### src/hw/rtl/gcni_pkg.sv
`timescale 1ns / 1ps

package gcni_pkg;

  localparam int KIND_W     = 2;
  localparam int POS_W      = 16;
  localparam int IDX_W      = 20;
  localparam int REACH_W    = 2;
  localparam int CNT_W      = 11;
  localparam int SIZE_W     = 16;
  localparam int AREA_W     = 2 * CNT_W;
  localparam int PROD_W     = 3 * CNT_W;
  localparam int CFG_IDX_W  = 2;
  localparam int CFG_DATA_W = 16;
  localparam int AXES       = 3;

  localparam logic [PROD_W-1:0] MAX_CELLS = PROD_W'(100 * 100 * 100);

  typedef enum logic [KIND_W-1:0] {
    KIND_LOCATE     = 2'd0,
    KIND_REGION_IDX = 2'd1,
    KIND_REGION_POS = 2'd2,
    KIND_BAD        = 2'd3
  } kind_e;

  typedef enum logic [CFG_IDX_W-1:0] {
    CFG_CELLS_X   = 2'd0,
    CFG_CELLS_Y   = 2'd1,
    CFG_CELLS_Z   = 2'd2,
    CFG_CELL_SIZE = 2'd3
  } cfg_reg_e;

  typedef enum logic [3:0] {
    S_IDLE,
    S_TOT1,
    S_TOT2,
    S_CHECK,
    S_DIV,
    S_CLAMP,
    S_BASE1,
    S_BASE2,
    S_BASE3,
    S_EMIT,
    S_ERR
  } state_e;

  typedef struct packed {
    logic [KIND_W-1:0]  kind;
    logic [POS_W-1:0]   pos_x;
    logic [POS_W-1:0]   pos_y;
    logic [POS_W-1:0]   pos_z;
    logic [IDX_W-1:0]   cell_index;
    logic [REACH_W-1:0] reach;
  } in_t;

  typedef struct packed {
    logic [IDX_W-1:0] cell_res;
    logic             error;
    logic             last;
  } out_t;

  typedef struct packed {
    logic [CFG_IDX_W-1:0]  index;
    logic [CFG_DATA_W-1:0] value;
  } cfg_t;

  typedef struct packed {
    logic busy;
    logic done;
  } div_stat_t;

endpackage

### src/hw/rtl/gcni_ifs.sv
`timescale 1ns / 1ps

interface gcni_in_if;
  logic          valid;
  logic          ready;
  gcni_pkg::in_t data;
  modport source (output valid, output data, input ready);
  modport sink   (input valid, input data, output ready);
endinterface

interface gcni_out_if;
  logic           valid;
  logic           ready;
  gcni_pkg::out_t data;
  modport source (output valid, output data, input ready);
  modport sink   (input valid, input data, output ready);
endinterface

interface gcni_cfg_if;
  logic           valid;
  logic           ready;
  logic [gcni_pkg::CFG_IDX_W-1:0]  index;
  logic [gcni_pkg::CFG_DATA_W-1:0] value;
  modport source (output valid, output index, output value, input ready);
  modport sink   (input valid, input index, input value, output ready);
endinterface

### src/hw/rtl/gcni_div.sv
`timescale 1ns / 1ps

// Restoring divider, one quotient bit per cycle.
module gcni_div (
  input  logic                          clk_i,
  input  logic                          rst_ni,
  input  logic                          start_i,
  input  logic [gcni_pkg::IDX_W-1:0]    dividend_i,
  input  logic [gcni_pkg::SIZE_W-1:0]   divisor_i,
  output logic [gcni_pkg::IDX_W-1:0]    quotient_o,
  output logic [gcni_pkg::SIZE_W-1:0]   remainder_o,
  output gcni_pkg::div_stat_t           stat_o
);
  import gcni_pkg::*;

  localparam int StepW = $clog2(IDX_W + 1);

  logic              busy_q, done_q;
  logic [StepW-1:0]  cnt_q;
  logic [IDX_W-1:0]  quo_q;
  logic [SIZE_W-1:0] rem_q, dvs_q;
  logic [SIZE_W:0]   rem_sh, rem_sub;
  logic              ge;

  assign rem_sh  = {rem_q, quo_q[IDX_W-1]};
  assign ge      = rem_sh >= {1'b0, dvs_q};
  assign rem_sub = rem_sh - {1'b0, dvs_q};

  always_ff @(posedge clk_i or negedge rst_ni) begin
    if (!rst_ni) begin
      busy_q <= 1'b0;
      done_q <= 1'b0;
      cnt_q  <= '0;
    end else if (start_i) begin
      busy_q <= 1'b1;
      done_q <= 1'b0;
      cnt_q  <= StepW'(IDX_W);
    end else if (busy_q) begin
      cnt_q <= cnt_q - StepW'(1);
      if (cnt_q == StepW'(1)) begin
        busy_q <= 1'b0;
        done_q <= 1'b1;
      end
    end else begin
      done_q <= 1'b0;
    end
  end

  always_ff @(posedge clk_i) begin
    if (start_i) begin
      quo_q <= dividend_i;
      rem_q <= '0;
      dvs_q <= divisor_i;
    end else if (busy_q) begin
      rem_q <= ge ? rem_sub[SIZE_W-1:0] : rem_sh[SIZE_W-1:0];
      quo_q <= {quo_q[IDX_W-2:0], ge};
    end
  end

  assign quotient_o  = quo_q;
  assign remainder_o = rem_q;
  assign stat_o.busy = busy_q;
  assign stat_o.done = done_q;

endmodule

### src/hw/rtl/grid_cell_neighbourhood_indexer_top.sv
`timescale 1ns / 1ps

// Uniform-grid cell indexer with neighbor-box enumeration.
// Channels: cfg_i writes cells_x (0), cells_y (1), cells_z (2), cell_size (3);
// in_i takes one request beat (kind, positions, cell_index, reach); out_o
// returns one or more result beats, the final one flagged by last.
// Kind 0 locates a position, kind 1 enumerates the box around a cell index,
// kind 2 locates and then enumerates. Bad grid, bad kind or out-of-grid input
// gives one error beat (cell_res 0, error 1, last 1).
// Timing: in_i.ready is high only while the sequencer is idle. Per request:
// the grid total (two passes through the shared 22x11 multiplier), then
// the divisions in the shared radix-2 divider (DIMS divisions for kinds
// 0/2; 1 in 2D or 2 in 3D for kind 1), clamp and base address (S_CLAMP,
// S_BASE1 to S_BASE3), then one result beat per cycle while the receiver
// accepts them. The results go through an output register: a stalled
// receiver holds the current beat and pauses enumeration; the sequencer
// may take a new request while the last beat still waits.
// Reset: config returns to 64 x 64 x 1 cells of size 80, sequencer idle.
module grid_cell_neighbourhood_indexer_top #(
  parameter int DIMS       = 2,
  parameter int MAX_REACH  = 3,
  parameter int INDEX_BITS = 20
) (
  input  logic       clk_i,
  input  logic       rst_ni,
  gcni_cfg_if.sink   cfg_i,
  gcni_in_if.sink    in_i,
  gcni_out_if.source out_o
);
  import gcni_pkg::*;

  localparam logic [REACH_W-1:0] ReachLim   = REACH_W'((DIMS >= 3) ? 1 : MAX_REACH);
  localparam logic [PROD_W-1:0]  IndexLimit = PROD_W'(1 << INDEX_BITS);
  localparam logic [1:0]         LastLocDiv = 2'(DIMS - 1);

  // ---------------- configuration registers ----------------
  logic [CNT_W-1:0]  cells_x_q, cells_y_q, cells_z_q;
  logic [SIZE_W-1:0] cell_size_q;

  assign cfg_i.ready = 1'b1;

  always_ff @(posedge clk_i or negedge rst_ni) begin
    if (!rst_ni) begin
      cells_x_q   <= CNT_W'(64);
      cells_y_q   <= CNT_W'(64);
      cells_z_q   <= CNT_W'(1);
      cell_size_q <= SIZE_W'(80);
    end else if (cfg_i.valid) begin
      unique case (cfg_reg_e'(cfg_i.index))
        CFG_CELLS_X:   cells_x_q   <= cfg_i.value[CNT_W-1:0];
        CFG_CELLS_Y:   cells_y_q   <= cfg_i.value[CNT_W-1:0];
        CFG_CELLS_Z:   cells_z_q   <= cfg_i.value[CNT_W-1:0];
        CFG_CELL_SIZE: cell_size_q <= cfg_i.value[SIZE_W-1:0];
      endcase
    end
  end

  // z extent collapses to one cell in 2D
  logic [CNT_W-1:0] dim [AXES];
  assign dim[0] = cells_x_q;
  assign dim[1] = cells_y_q;
  assign dim[2] = (DIMS >= 3) ? cells_z_q : CNT_W'(1);

  // ---------------- state ----------------
  state_e state_q, state_d;

  kind_e             kind_q;
  logic [POS_W-1:0]  pos_q [AXES];
  logic [IDX_W-1:0]  idx_q;
  logic [REACH_W-1:0] reach_q;
  logic [1:0]        div_n_q;
  logic [CNT_W-1:0]  c_q  [AXES];
  logic [CNT_W-1:0]  lo_q [AXES];
  logic [CNT_W-1:0]  hi_q [AXES];
  logic [CNT_W-1:0]  lo_d [AXES];
  logic [CNT_W-1:0]  hi_d [AXES];
  logic [CNT_W-1:0]  x_q, y_q, z_q;
  logic [AREA_W-1:0] cxy_q;
  logic [IDX_W-1:0]  ycx_q, row_q, plane_q;

  // shared multiplier, registered product
  logic [AREA_W-1:0] mul_a;
  logic [CNT_W-1:0]  mul_b;
  logic [PROD_W-1:0] mul_p, mul_q;
  assign mul_p = mul_a * mul_b;
  always_ff @(posedge clk_i) mul_q <= mul_p;

  // shared divider
  logic              div_start;
  logic [IDX_W-1:0]  div_dvd, div_quo;
  logic [SIZE_W-1:0] div_dvs, div_rem;
  div_stat_t         div_stat;

  gcni_div u_div (
    .clk_i      (clk_i),
    .rst_ni     (rst_ni),
    .start_i    (div_start),
    .dividend_i (div_dvd),
    .divisor_i  (div_dvs),
    .quotient_o (div_quo),
    .remainder_o(div_rem),
    .stat_o     (div_stat)
  );

  // output register
  logic out_valid_q, out_free, out_load;
  out_t out_data_q, out_nxt;
  assign out_free    = !out_valid_q || out_o.ready;
  assign out_o.valid = out_valid_q;
  assign out_o.data  = out_data_q;

  // ---------------- decisions ----------------
  logic in_acc, usable, check_err, last_div, loc_bad, emit_last, by_idx;
  logic [REACH_W-1:0] reach_in;

  assign in_acc   = in_i.valid && in_i.ready;
  assign by_idx   = (kind_q == KIND_REGION_IDX);
  // locate behaves as a region of reach zero: one beat flagged last
  assign reach_in = (kind_e'(in_i.data.kind) == KIND_LOCATE) ? '0 :
                    (in_i.data.reach > ReachLim) ? ReachLim : in_i.data.reach;

  // mul_q holds the cell total while in S_CHECK; zero total means a zero axis
  assign usable    = (mul_q != '0) && (mul_q <= MAX_CELLS) && (mul_q <= IndexLimit);
  assign check_err = !usable || (kind_q == KIND_BAD) ||
                     (by_idx ? (PROD_W'(idx_q) >= mul_q) : (cell_size_q == '0));
  assign last_div  = by_idx ? ((DIMS < 3) || (div_n_q == 2'd1)) : (div_n_q == LastLocDiv);
  assign loc_bad   = !by_idx && (div_quo >= IDX_W'(dim[div_n_q]));
  assign emit_last = (x_q == hi_q[0]) && (y_q == hi_q[1]) && (z_q == hi_q[2]);

  always_comb begin
    logic [CNT_W:0] sum;
    for (int j = 0; j < AXES; j++) begin
      sum     = {1'b0, c_q[j]} + (CNT_W + 1)'(reach_q);
      lo_d[j] = (c_q[j] >= CNT_W'(reach_q)) ? c_q[j] - CNT_W'(reach_q) : '0;
      hi_d[j] = (sum < {1'b0, dim[j]}) ? sum[CNT_W-1:0] : dim[j] - CNT_W'(1);
    end
  end

  // ---------------- next state ----------------
  always_comb begin
    state_d = state_q;
    unique case (state_q)
      S_IDLE:  if (in_acc) state_d = S_TOT1;
      S_TOT1:  state_d = S_TOT2;
      S_TOT2:  state_d = S_CHECK;
      S_CHECK: state_d = check_err ? S_ERR : S_DIV;
      S_DIV: begin
        if (div_stat.done) begin
          if (loc_bad)       state_d = S_ERR;
          else if (last_div) state_d = S_CLAMP;
        end
      end
      S_CLAMP: state_d = S_BASE1;
      S_BASE1: state_d = S_BASE2;
      S_BASE2: state_d = S_BASE3;
      S_BASE3: state_d = S_EMIT;
      S_EMIT:  if (out_free && emit_last) state_d = S_IDLE;
      S_ERR:   if (out_free) state_d = S_IDLE;
      default: state_d = S_IDLE;
    endcase
  end

  always_ff @(posedge clk_i or negedge rst_ni) begin
    if (!rst_ni) state_q <= S_IDLE;
    else         state_q <= state_d;
  end

  // ---------------- outputs of the sequencer ----------------
  always_comb begin
    in_i.ready = (state_q == S_IDLE);
    mul_a      = AREA_W'(cells_x_q);
    mul_b      = cells_y_q;
    div_start  = 1'b0;
    div_dvd    = idx_q;
    div_dvs    = SIZE_W'(cells_x_q);
    out_load   = 1'b0;
    out_nxt    = '0;
    unique case (state_q)
      S_TOT2: begin
        mul_a = mul_q[AREA_W-1:0];
        mul_b = dim[2];
      end
      S_CHECK: begin
        div_start = !check_err;
        div_dvd   = by_idx ? idx_q : IDX_W'(pos_q[0]);
        div_dvs   = by_idx ? SIZE_W'(cells_x_q) : cell_size_q;
      end
      S_DIV: begin
        div_start = div_stat.done && !loc_bad && !last_div;
        div_dvd   = by_idx ? div_quo : IDX_W'(pos_q[div_n_q + 2'd1]);
        div_dvs   = by_idx ? SIZE_W'(cells_y_q) : cell_size_q;
      end
      S_BASE1: begin
        mul_a = AREA_W'(cells_x_q);
        mul_b = lo_q[1];
      end
      S_BASE2: begin
        mul_a = cxy_q;
        mul_b = lo_q[2];
      end
      S_EMIT: begin
        out_load         = out_free;
        out_nxt.cell_res = IDX_W'(row_q + IDX_W'(x_q));
        out_nxt.last     = emit_last;
      end
      S_ERR: begin
        out_load      = out_free;
        out_nxt.error = 1'b1;
        out_nxt.last  = 1'b1;
      end
      default: ;
    endcase
  end

  always_ff @(posedge clk_i or negedge rst_ni) begin
    if (!rst_ni)           out_valid_q <= 1'b0;
    else if (out_load)     out_valid_q <= 1'b1;
    else if (out_o.ready)  out_valid_q <= 1'b0;
  end

  always_ff @(posedge clk_i) begin
    if (out_load) out_data_q <= out_nxt;
  end

  always_ff @(posedge clk_i or negedge rst_ni) begin
    if (!rst_ni) begin
      div_n_q <= '0;
    end else if (state_q == S_CHECK) begin
      div_n_q <= '0;
    end else if (state_q == S_DIV && div_stat.done) begin
      div_n_q <= div_n_q + 2'd1;
    end
  end

  // ---------------- datapath ----------------
  always_ff @(posedge clk_i) begin
    unique case (state_q)
      S_IDLE: begin
        if (in_acc) begin
          kind_q   <= kind_e'(in_i.data.kind);
          pos_q[0] <= in_i.data.pos_x;
          pos_q[1] <= in_i.data.pos_y;
          pos_q[2] <= in_i.data.pos_z;
          idx_q    <= in_i.data.cell_index;
          reach_q  <= reach_in;
          for (int j = 0; j < AXES; j++) c_q[j] <= '0;
        end
      end
      S_TOT2: cxy_q <= mul_q[AREA_W-1:0];
      S_DIV: begin
        if (div_stat.done && !loc_bad) begin
          if (by_idx) begin
            if (div_n_q == 2'd0) begin
              c_q[0] <= div_rem[CNT_W-1:0];
              c_q[1] <= div_quo[CNT_W-1:0];  // final in 2D
            end else begin
              c_q[1] <= div_rem[CNT_W-1:0];
              c_q[2] <= div_quo[CNT_W-1:0];
            end
          end else begin
            c_q[div_n_q] <= div_quo[CNT_W-1:0];
          end
        end
      end
      S_CLAMP: begin
        for (int j = 0; j < AXES; j++) begin
          lo_q[j] <= lo_d[j];
          hi_q[j] <= hi_d[j];
        end
      end
      S_BASE2: ycx_q <= mul_q[IDX_W-1:0];
      S_BASE3: begin
        plane_q <= IDX_W'(mul_q[IDX_W-1:0] + ycx_q);
        row_q   <= IDX_W'(mul_q[IDX_W-1:0] + ycx_q);
        x_q     <= lo_q[0];
        y_q     <= lo_q[1];
        z_q     <= lo_q[2];
      end
      S_EMIT: begin
        if (out_free) begin
          if (x_q != hi_q[0]) begin
            x_q <= x_q + CNT_W'(1);
          end else begin
            x_q <= lo_q[0];
            if (y_q != hi_q[1]) begin
              y_q   <= y_q + CNT_W'(1);
              row_q <= IDX_W'(row_q + IDX_W'(cells_x_q));
            end else begin
              y_q <= lo_q[1];
              if (z_q != hi_q[2]) begin
                z_q     <= z_q + CNT_W'(1);
                plane_q <= IDX_W'(plane_q + cxy_q);
                row_q   <= IDX_W'(plane_q + cxy_q);
              end
            end
          end
        end
      end
      default: ;
    endcase
  end

  // ---------------- assertions ----------------
  a_div_start_idle: assert property (@(posedge clk_i) disable iff (!rst_ni)
    div_start |-> !div_stat.busy)
    else $error("divider started while busy");

  a_out_no_overwrite: assert property (@(posedge clk_i) disable iff (!rst_ni)
    out_load |-> (!out_valid_q || out_o.ready))
    else $error("output beat overwritten");

  a_error_beat: assert property (@(posedge clk_i) disable iff (!rst_ni)
    (out_o.valid && out_o.data.error) |-> (out_o.data.last && out_o.data.cell_res == '0))
    else $error("malformed error beat");

  a_accept_starts: assert property (@(posedge clk_i) disable iff (!rst_ni)
    in_acc |=> (state_q == S_TOT1))
    else $error("request accepted outside idle");

endmodule
### src/flat_wrapper.sv
// flat-port wrapper written by rule: the top's interface ports become plain ports
module grid_cell_neighbourhood_indexer_top_flat import gcni_pkg::*;
#(
  parameter int DIMS       = 2,
  parameter int MAX_REACH  = 3,
  parameter int INDEX_BITS = 20
)
  (clk_i, rst_ni, cfg_i_valid, cfg_i_index, cfg_i_value, cfg_i_ready, in_i_valid, in_i_data, in_i_ready, out_o_valid, out_o_data, out_o_ready);
  gcni_cfg_if cfg_i_i ();
  gcni_in_if in_i_i ();
  gcni_out_if out_o_i ();
  input  logic clk_i;
  input  logic rst_ni;
  input wire logic [$bits(cfg_i_i.valid)-1:0] cfg_i_valid;
  input wire logic [$bits(cfg_i_i.index)-1:0] cfg_i_index;
  input wire logic [$bits(cfg_i_i.value)-1:0] cfg_i_value;
  output wire logic [$bits(cfg_i_i.ready)-1:0] cfg_i_ready;
  input wire logic [$bits(in_i_i.valid)-1:0] in_i_valid;
  input wire logic [$bits(in_i_i.data)-1:0] in_i_data;
  output wire logic [$bits(in_i_i.ready)-1:0] in_i_ready;
  output wire logic [$bits(out_o_i.valid)-1:0] out_o_valid;
  output wire logic [$bits(out_o_i.data)-1:0] out_o_data;
  input wire logic [$bits(out_o_i.ready)-1:0] out_o_ready;
  assign cfg_i_i.valid = cfg_i_valid;
  assign cfg_i_i.index = cfg_i_index;
  assign cfg_i_i.value = cfg_i_value;
  assign cfg_i_ready = cfg_i_i.ready;
  assign in_i_i.valid = in_i_valid;
  assign in_i_i.data = in_i_data;
  assign in_i_ready = in_i_i.ready;
  assign out_o_valid = out_o_i.valid;
  assign out_o_data = out_o_i.data;
  assign out_o_i.ready = out_o_ready;
  grid_cell_neighbourhood_indexer_top #(.DIMS(DIMS), .MAX_REACH(MAX_REACH), .INDEX_BITS(INDEX_BITS)) u_core (.clk_i(clk_i), .rst_ni(rst_ni), .cfg_i(cfg_i_i), .in_i(in_i_i), .out_o(out_o_i));
endmodule
### config.mk
export PLATFORM = sky130hd
export DESIGN_NAME = grid_cell_neighbourhood_indexer_top_flat
export DESIGN_NICKNAME = d
export VERILOG_FILES = /design/src/hw/rtl/gcni_pkg.sv /design/src/hw/rtl/gcni_ifs.sv /design/src/hw/rtl/gcni_div.sv /design/src/hw/rtl/grid_cell_neighbourhood_indexer_top.sv /design/src/flat_wrapper.sv
export SDC_FILE = /design/constraint.sdc
export NUM_CORES = 2
export LEC_CHECK = 0
export BUFFER_PORTS_ARGS = -buffer_cell sky130_fd_sc_hd__buf_2
export CAP_MARGIN = 30
export CELL_PAD_IN_SITES_DETAIL_PLACEMENT = 1
export CELL_PAD_IN_SITES_GLOBAL_PLACEMENT = 2
export CORE_MARGIN = 2
export CORE_UTILIZATION = 38
export CTS_CLUSTER_DIAMETER = 40
export DETAILED_ROUTE_END_ITERATION = 12
export GPL_TIMING_DRIVEN = 1
export PLACE_DENSITY_LB_ADDON = 0.12
export SLEW_MARGIN = 30
export SYNTH_ARGS = -nofsm -noshare
export SYNTH_HDL_FRONTEND = slang
export SYNTH_SLANG_ARGS = --single-unit
export TNS_END_PERCENT = 100
### constraint.sdc
create_clock -name clk_i -period 7.2 [get_ports clk_i]
set_input_delay 0.36 -clock clk_i [delete_from_list [all_inputs] [get_ports clk_i]]
set_output_delay 0.36 -clock clk_i [all_outputs]
set_load 0.01 [all_outputs]
After elaboration in Yosys (flattened, before gate mapping)
Memories as Yosys holds them, arrays and structs flattened. Cells that the tools add are included.

Register bits: 298. Memories kept: 4. Bits in writable memories: 147. Output and inout bits: 25. Input port bits: 95. Word-level logic and storage cells: 236.

Bitwise gates (word level): 5. Muxes and demuxes: 94. Order comparisons: 13. $add $sub $neg: 18. Reductions and logical operators: 41. Multiply operators: 1. Eq/ne operators: 34.

Memory list: u_core.pos_q (depth 3, width 16, read ports 2, clocked after Yosys merged registers in 0, write ports 3, line grid_cell_neighbourhood_indexer_top.sv:68) `logic [POS_W-1:0] pos_q [AXES];`; u_core.c_q (depth 3, width 11, read ports 3, clocked after Yosys merged registers in 0, write ports 3, line grid_cell_neighbourhood_indexer_top.sv:72) `logic [CNT_W-1:0] c_q [AXES];`; u_core.hi_q (depth 3, width 11, read ports 3, clocked after Yosys merged registers in 0, write ports 3, line grid_cell_neighbourhood_indexer_top.sv:74) `logic [CNT_W-1:0] hi_q [AXES];`; u_core.lo_q (depth 3, width 11, read ports 3, clocked after Yosys merged registers in 0, write ports 3, line grid_cell_neighbourhood_indexer_top.sv:73) `logic [CNT_W-1:0] lo_q [AXES];`.

Operators by type and width (count): $mux 11 (22); $mux 20 (11); $pmux 20 s2 (3); $pmux 11 s2 (3); $mux 16 (3); $pmux 22 s2 (1); $pmux 4 s11 (1); $add 20x11->20 (2); $add 20x20->20 (2); $add 11x2->12 (3); $add 11x1->11 const B (3); $eq 11x11->1 (3); $ge 11x2->1 (3); $ge 20x33->1 (1); $le 33x20->1 const B (1); $le 33x21->1 const B (1); $mul 22x11->33 (1); $ne 11x11->1 (3); $pmux 11 s3 (1); $reduce_bool 33->1 (1); $sub 11x2->11 (3); $mux 1 (32); $pmux 16 s2 (1); $mux 4 (7); 40 further kinds (94).

Longest topological paths before layout
Depth after elaboration: 13. Gate-level depth with buffers: 28.

By module
Synthesis repeated with hierarchy kept, for this count alone.

Cells, all modules: 3223. Area total of the unflattened synthesis: 32451.1 um2.

Modules (own cells, without submodules): grid_cell_neighbourhood_indexer_top (sequential area each 11040.6 um2, cells each 2922, area an instance 29194.2 um2, times used 1); gcni_div (sequential area each 1576.5 um2, cells each 301, area an instance 3256.9 um2, times used 1).

Least setup slack after synthesis
No wires, ideal clock.

Kind: reg-to-reg. From: register u_core.state_q[0]. To: register u_core.mul_q[31]. Buffers on the path: 3. Data arrival time: 7074 ps. Required time: 7055 ps. Clock period less this slack: 7219 ps. Setup slack: -19 ps. Library setup time: 145 ps. Cell stages (with the launch flop): 26. Cells stage by stage: dfrtp_1 buf_2 nand2_1 nor2_1 clkbuf_1 clkbuf_1 a22o_1 nand2_1 fa_1 inv_1 fa_1 fa_1 fa_1 inv_1 fa_1 inv_1 ha_1 a21o_1 a21o_1 a21oi_2 o21ai_1 a21o_1 a21o_1 or4_1 nand2_1 o311ai_1.

Longest elaborated chain between the ends: 3.

Ends and longest elaborated chain: start, declared (line grid_cell_neighbourhood_indexer_top.sv:65) `state_e state_q, state_d;`; start signal, assigned (line grid_cell_neighbourhood_indexer_top.sv:165) `else state_q <= state_d;`; $eq 4x3->1 or $eq 4x2->1 (tied branches) (line grid_cell_neighbourhood_indexer_top.sv:178) `unique case (state_q)`; $pmux 11 s3 or $pmux 22 s2 (tied branches) (line grid_cell_neighbourhood_indexer_top.sv:178); $mul 22x11->33 * (line grid_cell_neighbourhood_indexer_top.sv:85) `assign mul_p = mul_a * mul_b;`; via u_core.mul_p[31] (line grid_cell_neighbourhood_indexer_top.sv:84) `logic [PROD_W-1:0] mul_p, mul_q;`; end signal, assigned (line grid_cell_neighbourhood_indexer_top.sv:86) `always_ff @(posedge clk_i) mul_q <= mul_p;`; end, declared (line grid_cell_neighbourhood_indexer_top.sv:84).

Mark *: on every way through the listed nets, which the timed path passes. The rest lies on a longest branch. A chain may end at the register's enable or synchronous reset.

Final worst setup path
Same ends and word-level chain as after synthesis.

==> results.py <==
metrics = {
    "clock_network": {
        "clk_pin_slew_ps": 50,
        "cts.sinks": 445,
        "clk_path_buf_depth": 3,
        "htreeDepth": 3,
        "clk-insertion-delay-late_ps": 640,
        "numCtsBuffers": 89,
        "cts_tree": "yes",
        "cts_root_buf": "clkbuf_16",
    },
    "yosys": {
        "async_flop_share": 0.117,
        "synth_cell_types": 96,
        "synth.avg_cell_area_um2": 10.1,
        "synth_edf_count": 344,
        "synth_area_um2": 32400,
        "synth_flop_cell": "edfxtp_1",
        "synth-seq-area-share": 0.390,
        "yosys_register_bits": 445,
        "synth_area_leader_cell": "edfxtp_1",
        "synth_common_cells": "nand2_1, edfxtp_1, inv_1",
        "ys.warnings.count": 0,
        "synthCells": 3197,
        "synth_area_leaders": "edfxtp_1, fa_1, ha_1",
        "synth_top_area_share": 0.319,
        "yosysMostFrequentCell": "nand2_1",
    },
    "layout": {
        "multi_input_area_um2": 18100,
        "layout-drive-gt1-share": 0.139,
        "seq_area_um2": 12600,
        "areaGrowthSynthToFinish_pct": 19.7,
        "nFillCells": 9284,
        "final_core_util": 0.457,
        "layout.nets": 3994,
    },
    "status": {
        "outcome": "completed",
    },
    "critical_path": {
        "path_delay_family": "adder cells",
        "critPathKind": "flop to flop",
        "max_stage_delay_ps": 660,
        "arrival_ps": 7300,
        "setup.worst_path.start_class": "flop",
        "crit_path_frequent_cell": "fa_1",
        "crit_fanout": 45,
        "worstPathCellList": "nand2b_1 -> nor3_4 -> buf_12 -> a22oi_1 -> and2_1 -> nor2_1 -> fa_1 -> fa_1 -> fa_1 -> fa_1 -> inv_1 -> fa_1 -> inv_1 -> ha_1 -> a21o_1 -> a21o_1 -> a21oi_2 -> o21ai_1 -> a21o_1 -> a21o_1 -> or4_1 -> nand2_1 -> o311ai_1",
        "critPathSlowestCell": "fa_1",
        "end_kind": "flop",
        "crit_buf_inv": 3,
        "critPathRequiredTime_ps": 7680,
    },
    "die": {
        "die_y_um": 296,
        "die_area_um2": 87500,
        "die_x_um": 296,
        "core_um2": 84700,
        "num_rows": 107,
        "initial_core_util": 0.382,
        "num_io_pins": 120,
    },
    "sta": {
        "fin_crit_ps": 6820,
        "tns_ps": 0,
        "relSlewSlack": 0.362,
        "max_freq_mhz": 147,
        "hold_viol": 0,
        "finalSetupViolations": 0,
        "holdWs_ps": 52.5,
        "fin_crit_sh": 0.947,
        "rsz0062_at_grt": "false",
        "final_max_slew_viol_count": 0,
        "worst_pin_slew_ps": 956,
        "skew_ps": 22.6,
    },
    "grt": {
        "grt-ovfl-total": 0,
        "grt_max_degree": 80,
        "grt_pass1_vias": 27000,
        "antenna_found_initial": 1,
        "grt_usage": 0.254,
        "grt_pass1_wl_um": 167000,
    },
    "pwr": {
        "powerDensity_nw_per_um2": 316,
        "switchingPower_uw": 4710,
        "leakage_uw": 0.0165,
        "pwr-share-clk": 0.336,
        "ir_worst_vdd_mv": 0.295,
        "power_switching_share": 0.384,
        "combinationalPowerShare": 0.405,
        "p_int_uw": 7550,
        "power_frac_seq": 0.259,
    },
    "placed_design": {
        "portBuffers": 118,
        "finalWeightedCongestion": 0.906,
        "hpwl_um": 87000,
    },
    "drt": {
        "drc": 0,
        "dr_total_vias": 25000,
        "post_drt_wl_per_cell_um": 23.2,
        "vias_per_cell": 5.31,
        "drtIter0Drc": 1648,
        "first_pass_iters": 6,
        "wl_um": 109000,
        "ant_nets": 0,
    },
    "worst_hold_path": {
        "min_path_type": "input pin to flop",
    },
    "flow_run": {
        "cap_violations": 0,
    },
}
==> layer usage <==
layer	share of wire	routed length, um	vias to the layer above	track usage
li1	-	-	11700	-
met1	0.47	51300	12600	0.355
met2	0.46	49900	573	0.408
met3	0.043	4750	172	0.0332
met4	0.032	3500	0	0.0831
met5	0	0	-	0
==> layout make-up <==
type | instances | share of cell area
repair buffers | 308 | 0.0594
inverters | 342 | 0.0331
clock buffers | 102 | 0.0603
multi-input cells | 2306 | 0.467
diodes | 1 | 0.0000646
well taps | 1144 | 0.0369
clock inverters | 65 | 0.0171
flip-flops and latches | 445 | 0.326
==> power by group through the flow <==
stage / combinational (uW) / clock, uW / sequential [uW]
2_1_floorplan: 3260 / 0 / 3130
3_3_place_gp: 4740 / 0 / 3220
3_5_place_dp: 4840 / 0 / 3220
4_1_cts: 4960 / 4190 / 3170
5_1_grt: 5590 / 4290 / 3190
6_report: 4970 / 4110 / 3180
==> state kept, by name, summed over array words and instances, names as in the netlist, 20 cells and up <==
| register | flops |
|---|---|
| u_core.idx_q | 20 |
| u_core.mul_q | 33 |
| u_core.u_div.quotient_o | 20 |
| u_core.pos_q | 48 |
| u_core.plane_q | 20 |
| u_core.lo_q | 33 |
| u_core.ycx_q | 20 |
| u_core.row_q | 20 |
| u_core.c_q | 33 |
| u_core.cxy_q | 22 |
| u_core.out_o.data | 22 |
| u_core.hi_q | 33 |
==> layout by cell type (no fill, tap or decap), types with 33 or more instances in the layout <==
master	count
nand2_1	407
edfxtp_1	344
inv_1	339
nor2_1	237
ha_1	218
fa_1	189
a21oi_1	138
o21ai_0	134
buf_2	118
xnor2_1	113
xor2_1	99
buf_4	99
clkbuf_16	90
dlygate4sd3_1	86
nand3_1	68
mux2i_1	59
a21o_1	58
dfxtp_1	49
mux2_2	47
dfrtp_1	44
nor3_1	41
o21a_1	35
a22o_1	33
==> cell families after synthesis <==
kind of cell / share of synthesized area
buf+inv: 0.0549
xor+xnor: 0.0574
mux: 0.0356
simple gates: 0.136
fa+ha+maj: 0.201
compound gates: 0.125
flops: 0.390
other cells: 0.000232
==> through the flow <==
stage | setup WS (ps) | cells | total power [uW] | instance area (um2)
after CTS | 119 | 4709 | 12300 | 38700
after global routing | 18.5 | 4712 | 13100 | 38700
final | 379 | 4713 | 12300 | 38700
after floorplan | 241 | 3207 | 6390 | 32400
after global placement | 169 | 4456 | 7960 | 34800
after detailed placement | 142 | 4456 | 8060 | 34800
==> what timing repair did <==
item	in CTS	in global routing
hold buffers	86	0
gates resized for setup	0	13
endpoints found under the setup margin	0	9
endpoints found under the hold margin	151	0
setup buffers	0	2
==> worst paths after layout <==
| path | from | endpoint | slack [ps] | cells after the start |
|---|---|---|---|---|
| min in group asynchronous | rst_ni | u_core.cell_size_q[13] | 390 | 3 |
| setup / recovery | u_core.state_q[0] | u_core.mul_q[31] | 380 | 23 |
| hold / removal | cfg_i_value[9] | u_core.cell_size_q[9] | 50 | 2 |
| setup reg to reg | u_core.state_q[0] | u_core.mul_q[31] | 380 | 23 |
| hold reg to reg | u_core.u_div.remainder_o[15] | u_core.u_div.remainder_o[15] | 470 | 2 |
| max in group asynchronous | rst_ni | u_core.state_q[0] | 6210 | 3 |
No activity file was read; power rests on OpenSTA's default activity.
